===== config.mk =====
export PLATFORM = sky130hd
export DESIGN_NAME = demx_cfg_regs
export DESIGN_NICKNAME = d
export VERILOG_FILES = /design/src/hdl/de_mutate_crossover_element_defines.svh /design/src/hdl/demx_pkg.sv /design/src/hdl/demx_cfg_regs.sv
export SDC_FILE = /design/constraint.sdc
export NUM_CORES = 1
export LEC_CHECK = 0
export ABC_CLOCK_PERIOD_IN_PS = 800
export CELL_PAD_IN_SITES_DETAIL_PLACEMENT = 1
export CELL_PAD_IN_SITES_GLOBAL_PLACEMENT = 1
export CORE_MARGIN = 1.5
export CORE_UTILIZATION = 46
export CTS_CLUSTER_SIZE = 12
export DETAILED_ROUTE_END_ITERATION = 10
export DONT_BUFFER_PORTS = 1
export GPL_TIMING_DRIVEN = 0
export PLACE_DENSITY = 0.85
export REMOVE_ABC_BUFFERS = 1
export SETUP_SLACK_MARGIN = 0.2
export SYNTH_ARGS = -nofsm -noshare
export SYNTH_HDL_FRONTEND = slang
export SYNTH_SLANG_ARGS = --single-unit

===== constraint.sdc =====
create_clock -name clk -period 0.8 [get_ports clk]
set_clock_uncertainty 0.05 [all_clocks]
set_input_delay 0.04 -clock clk [delete_from_list [all_inputs] [get_ports clk]]
set_output_delay 0.04 -clock clk [all_outputs]
set_load 0.05 [all_outputs]

===== src/hdl/de_mutate_crossover_element_defines.svh =====
// Assertion macros shared by the differential evolution crossover element.
`ifndef DE_MUTATE_CROSSOVER_ELEMENT_DEFINES_SVH
`define DE_MUTATE_CROSSOVER_ELEMENT_DEFINES_SVH

`ifndef NO_ASSERTIONS

// The consequent must hold in the cycle after the antecedent.
`define DMX_ASSERT_NEXT(lbl, ante, cons) \
    lbl: assert property (@(posedge clk) disable iff (!rst_n) (ante) |=> (cons)) \
        else $error("crossover element: next-cycle check failed");

// The consequent must hold a fixed number of cycles after the antecedent.
`define DMX_ASSERT_DELAY(lbl, ante, n, cons) \
    lbl: assert property (@(posedge clk) disable iff (!rst_n) (ante) |-> ##n (cons)) \
        else $error("crossover element: delayed check failed");

`else

`define DMX_ASSERT_NEXT(lbl, ante, cons)
`define DMX_ASSERT_DELAY(lbl, ante, n, cons)

`endif

`endif


===== src/hdl/demx_pkg.sv =====
// Shared types and constants of the differential evolution crossover element.
package demx_pkg;

    localparam int unsigned MAX_ELEMENTS = 1024;

    localparam int unsigned VALUE_W = 32;
    localparam int unsigned SCALE_W = 18;
    localparam int unsigned RATE_W  = 17;
    localparam int unsigned DRAW_W  = 16;
    localparam int unsigned INDEX_W = 10;
    localparam int unsigned CFG_IDX_W = 3;

    typedef enum logic [CFG_IDX_W-1:0] {
        REG_STRATEGY = 3'd0,
        REG_SCALE    = 3'd1,
        REG_RATE     = 3'd2,
        REG_LOWER    = 3'd3,
        REG_UPPER    = 3'd4
    } cfg_idx_t;

    typedef enum logic [1:0] {
        MODE_RAND1 = 2'd0,
        MODE_RAND2 = 2'd1,
        MODE_BEST1 = 2'd2
    } mode_t;

    localparam logic [1:0]         RESET_STRATEGY = MODE_RAND1;
    localparam logic [SCALE_W-1:0] RESET_SCALE    = 18'd32768;
    localparam logic [RATE_W-1:0]  RESET_RATE     = 17'd58982;
    localparam logic [VALUE_W-1:0] RESET_LOWER    = 32'hFFFF_0000;
    localparam logic [VALUE_W-1:0] RESET_UPPER    = 32'h0001_0000;

    typedef struct packed {
        logic [1:0]                strategy_mode;
        logic [SCALE_W-1:0]        scale_factor;
        logic [RATE_W-1:0]         crossover_rate;
        logic signed [VALUE_W-1:0] lower_bound;
        logic signed [VALUE_W-1:0] upper_bound;
    } cfg_t;

endpackage


===== src/hdl/demx_cfg_regs.sv =====
// Configuration register file of the differential evolution crossover element.
module demx_cfg_regs (
    input  logic                                clk,
    input  logic                                rst_n,
    input  logic                                cfg_write,
    input  logic [demx_pkg::CFG_IDX_W-1:0]      cfg_index,
    input  logic [demx_pkg::VALUE_W-1:0]        cfg_data,
    output demx_pkg::cfg_t                      cfg
);
    import demx_pkg::*;

    cfg_t cfg_reg;
    cfg_t cfg_next;

    // Bits above a register's width are dropped; unknown indexes are ignored.
    always_comb
    begin
        cfg_next = cfg_reg;
        if (cfg_write)
        begin
            unique case (cfg_index)
                REG_STRATEGY: cfg_next.strategy_mode  = cfg_data[1:0];
                REG_SCALE:    cfg_next.scale_factor   = cfg_data[SCALE_W-1:0];
                REG_RATE:     cfg_next.crossover_rate = cfg_data[RATE_W-1:0];
                REG_LOWER:    cfg_next.lower_bound    = cfg_data;
                REG_UPPER:    cfg_next.upper_bound    = cfg_data;
                default:      cfg_next = cfg_reg;
            endcase
        end
    end

    always_ff @(posedge clk or negedge rst_n)
    begin
        if (!rst_n)
        begin
            cfg_reg.strategy_mode  <= RESET_STRATEGY;
            cfg_reg.scale_factor   <= RESET_SCALE;
            cfg_reg.crossover_rate <= RESET_RATE;
            cfg_reg.lower_bound    <= RESET_LOWER;
            cfg_reg.upper_bound    <= RESET_UPPER;
        end
        else
        begin
            cfg_reg <= cfg_next;
        end
    end

    assign cfg = cfg_reg;

endmodule


==> metrics.md <==
| Metric | Value |
|---|---|
| Area share of fa/ha/maj cells after synthesis | `0%` |
| Relative slew slack | `66.14%` |
| Top Usage Layer GRT | `met2` |
| Min Clock Period, post-route | `1.165 ns` |
| Hold slack final | `-0.6851 ns` |
| Nets@finish | `269` |
| Hold crit path type | `in2async` |
| Commonest non-fill, non-tap cell in the layout | `sky130_fd_sc_hd__mux2_4` |
| Hold Fails Final Rpt | `198` |
| Post-detailed-placement half-perimeter wirelength | `5338 um` |
| Post-Syn Area | `3929 sq um` |
| Final period utilization | `145.6%` |
| Max FFs per register | `101` |
| Number of clock buffers inserted by TritonCTS | `9` |
| Die Outline Area | `9104 sq um` |
| Critical Path Source Type | `flop` |
| Antenna viol nets, final | `0` |
| Worst setup slack after layout | `-0.3650 ns` |
| Clock Sink Count | `101` |
| Largest net degree at the start of global routing | `102` |
| Post-Synth Simple-Gate Area | `1.338%` |
| Area overhead of the layout relative to synthesis | `18.38%` |
| Pre-antenna DRT Iters | `4` |
| Share of the synthesized area in compound gates (AO/OA/AOI/OAI) | `0%` |
| Fin Setup TNS | `-41.87 ns` |
| Vias per Instance | `5.628` |
| Overall fraction of global-route tracks in use | `19.64%` |
| Number of standard cells in the final layout excluding fillers | `341` |
| Height of the die | `95.42 um` |
| WL final | `8595 um` |
| Result of the run | `complete, but fails checks` |
| Total power after layout | `0.01667 W` |
| Mapped Avg Cell Area | `18.02 sq um` |
| Number of violations reported at the end of detailed-routing iteration 0 | `59` |
| Clock tree buffer depth | `2` |
| N_diodes | `0` |
| Total via count after detailed routing | `1919` |
| Type of the worst setup path | `reg2out` |
| Endpoint class of the critical path | `output pin` |
| Worst EP required | `0.71 ns` |
| Critical path fanouts, max | `2` |
| Worst-Skew Late Latency | `0.35 ns` |
| Failing checks | `negative hold slack, negative setup slack` |
| Max capacitance violation total | `0` |
| Leakage power | `2.017 nW` |
| Unrepaired setup endpoints after global routing | `true` |
| Fraction of layout instances using a drive strength above 1 | `97.46%` |
| Commonest cells after routing, fill and taps aside | `sky130_fd_sc_hd__mux2_4 (86), sky130_fd_sc_hd__dfrtp_2 (74), sky130_fd_sc_hd__dfstp_2 (26), sky130_fd_sc_hd__mux2_2 (14), sky130_fd_sc_hd__clkbuf_8 (10)` |
| Number of pins exceeding their max-slew limit in the final report | `0` |
| Clk root buf | `sky130_fd_sc_hd__clkbuf_8` |
| Instance count after placement with tap cells included | `316` |
| M1 GR Usage | `24.67%` |
| Global-route met3 utilization | `6.300%` |
| Num rows | `33` |
| FF+latch count, synth | `101` |
| Initial antenna violation count | `0` |
| Post-route DRC | `0` |
| Placeable core region | `8258 sq um` |
| Die X-Extent | `95.42 um` |
| Buffers on Ports | `0` |
| Critical path arrival | `1.08 ns` |
| WL per Instance | `25.21 um` |
| Reg clk slew, reported paths | `0.10 ns` |
| Largest family of logic cells by synthesized area | `multiplexers` |
| Total I/O pin count | `139` |
| Synthesized instance count | `218` |
| Overall overflow remaining after global route | `0` |
| Unique cell type count in the Yosys netlist | `13` |
| CTS tree | `built` |
| Effective utilization at floorplan | `47.58%` |
| Max rail drop VDD | `1494 uV` |
| Post-placement setup slack | `-1.002 ns` |
| Global-route wire length before repair | `12970 um` |
| Part of the Yosys area used for sequential elements | `65.19%` |
| Number of global-route vias before repair | `2200` |
| Transition time at the pin with the least slew margin | `0.5008 ns` |
| Finished Core Util | `56.32%` |
| P per Cell Area | `3585 nW/um^2` |
| H-tree depth reported by CTS | `3` |
| Global routing met2 resource utilization | `31.68%` |
| Setup violation total in the final timing report | `202` |
| Synthesis Warnings | `0` |
| Maximum clock frequency | `858.4 MHz` |
| Xor/xnor share of the synthesized area | `0%` |
| Share of cell area taken by muxes after synthesis | `30.86%` |
| Weighted congestion reported at the end of routability-driven placement | `0.6677` |
==> through the flow <==
step,hold slack (ns),instance area [sq um]
after floorplan,-0.3056,3826
after global placement,-0.3039,3958
after detailed placement,-0.3043,4025
after CTS,-0.7044,4622
after global routing,-0.7157,4651
final,-0.6851,4651
==> layer usage <==
layer / up-vias / part of all wire, %
li1: 799 / -
met1: 1033 / 41
met2: 76 / 50
met3: 11 / 7.5
met4: 0 / 1.5
met5: - / 0
==> Yosys cell counts, drive strengths merged <==
| cell type | n | area (sq um) |
|---|---|---|
| buf | 11 | 102.6 |
| nor4b | 1 | 8.760 |
| dfrtp | 74 | 1852 |
| nand4b | 1 | 8.760 |
| mux2 | 101 | 1212 |
| nor4bb | 1 | 10.01 |
| and4bb | 2 | 25.02 |
| dfstp | 27 | 709.4 |
==> logic make-up after synthesis <==
group | Yosys count
buffers and inverters | 11
DFF | 101
muxes | 101
and+or+nand+nor | 5
==> where the power goes <==
part,total [W],internal [W],switching (W)
clock,0.00323,0.00154,0.00169
combinational,0.00182,0.00140,0.000414
sequential,0.0116,0.00664,0.00498
total,0.0167,0.00959,0.00708
==> worst paths after layout <==
path                                      from                  end  slack [ns]  depth (start not counted)
max                        cfg[59]$_DFFE_PN1P_              cfg[59]       -0.37                          0
min                                      rst_n  cfg[25]$_DFFE_PN0P_       -0.69                          0
max reg2reg                cfg[59]$_DFFE_PN1P_  cfg[59]$_DFFE_PN1P_       -0.23                          1
min reg2reg                cfg[49]$_DFFE_PN1P_  cfg[49]$_DFFE_PN1P_        0.70                          1
max in group asynchronous                rst_n  cfg[48]$_DFFE_PN1P_        1.12                          0
min in group clk                  cfg_data[26]  cfg[26]$_DFFE_PN0P_       -0.22                          1
==> what timing repair did <==
item	in CTS	in global routing
endpoints found under the setup margin	202	202
resized for setup	140	5
hold endpoints to repair	202	200
hold buffers	1	1
buffers inserted	7	0
pin swaps	1	0
==> layout make-up <==
cell class                 count  area, sq um
clock inverter                 5        60.06
sequential                   101         2658
tap                          105        131.4
timing repair buffer          13        125.1
clock buffer                  11        141.4
fill                         728         3607
multi-input combinational    106         1535
Power figures use the tool's default switching activity.
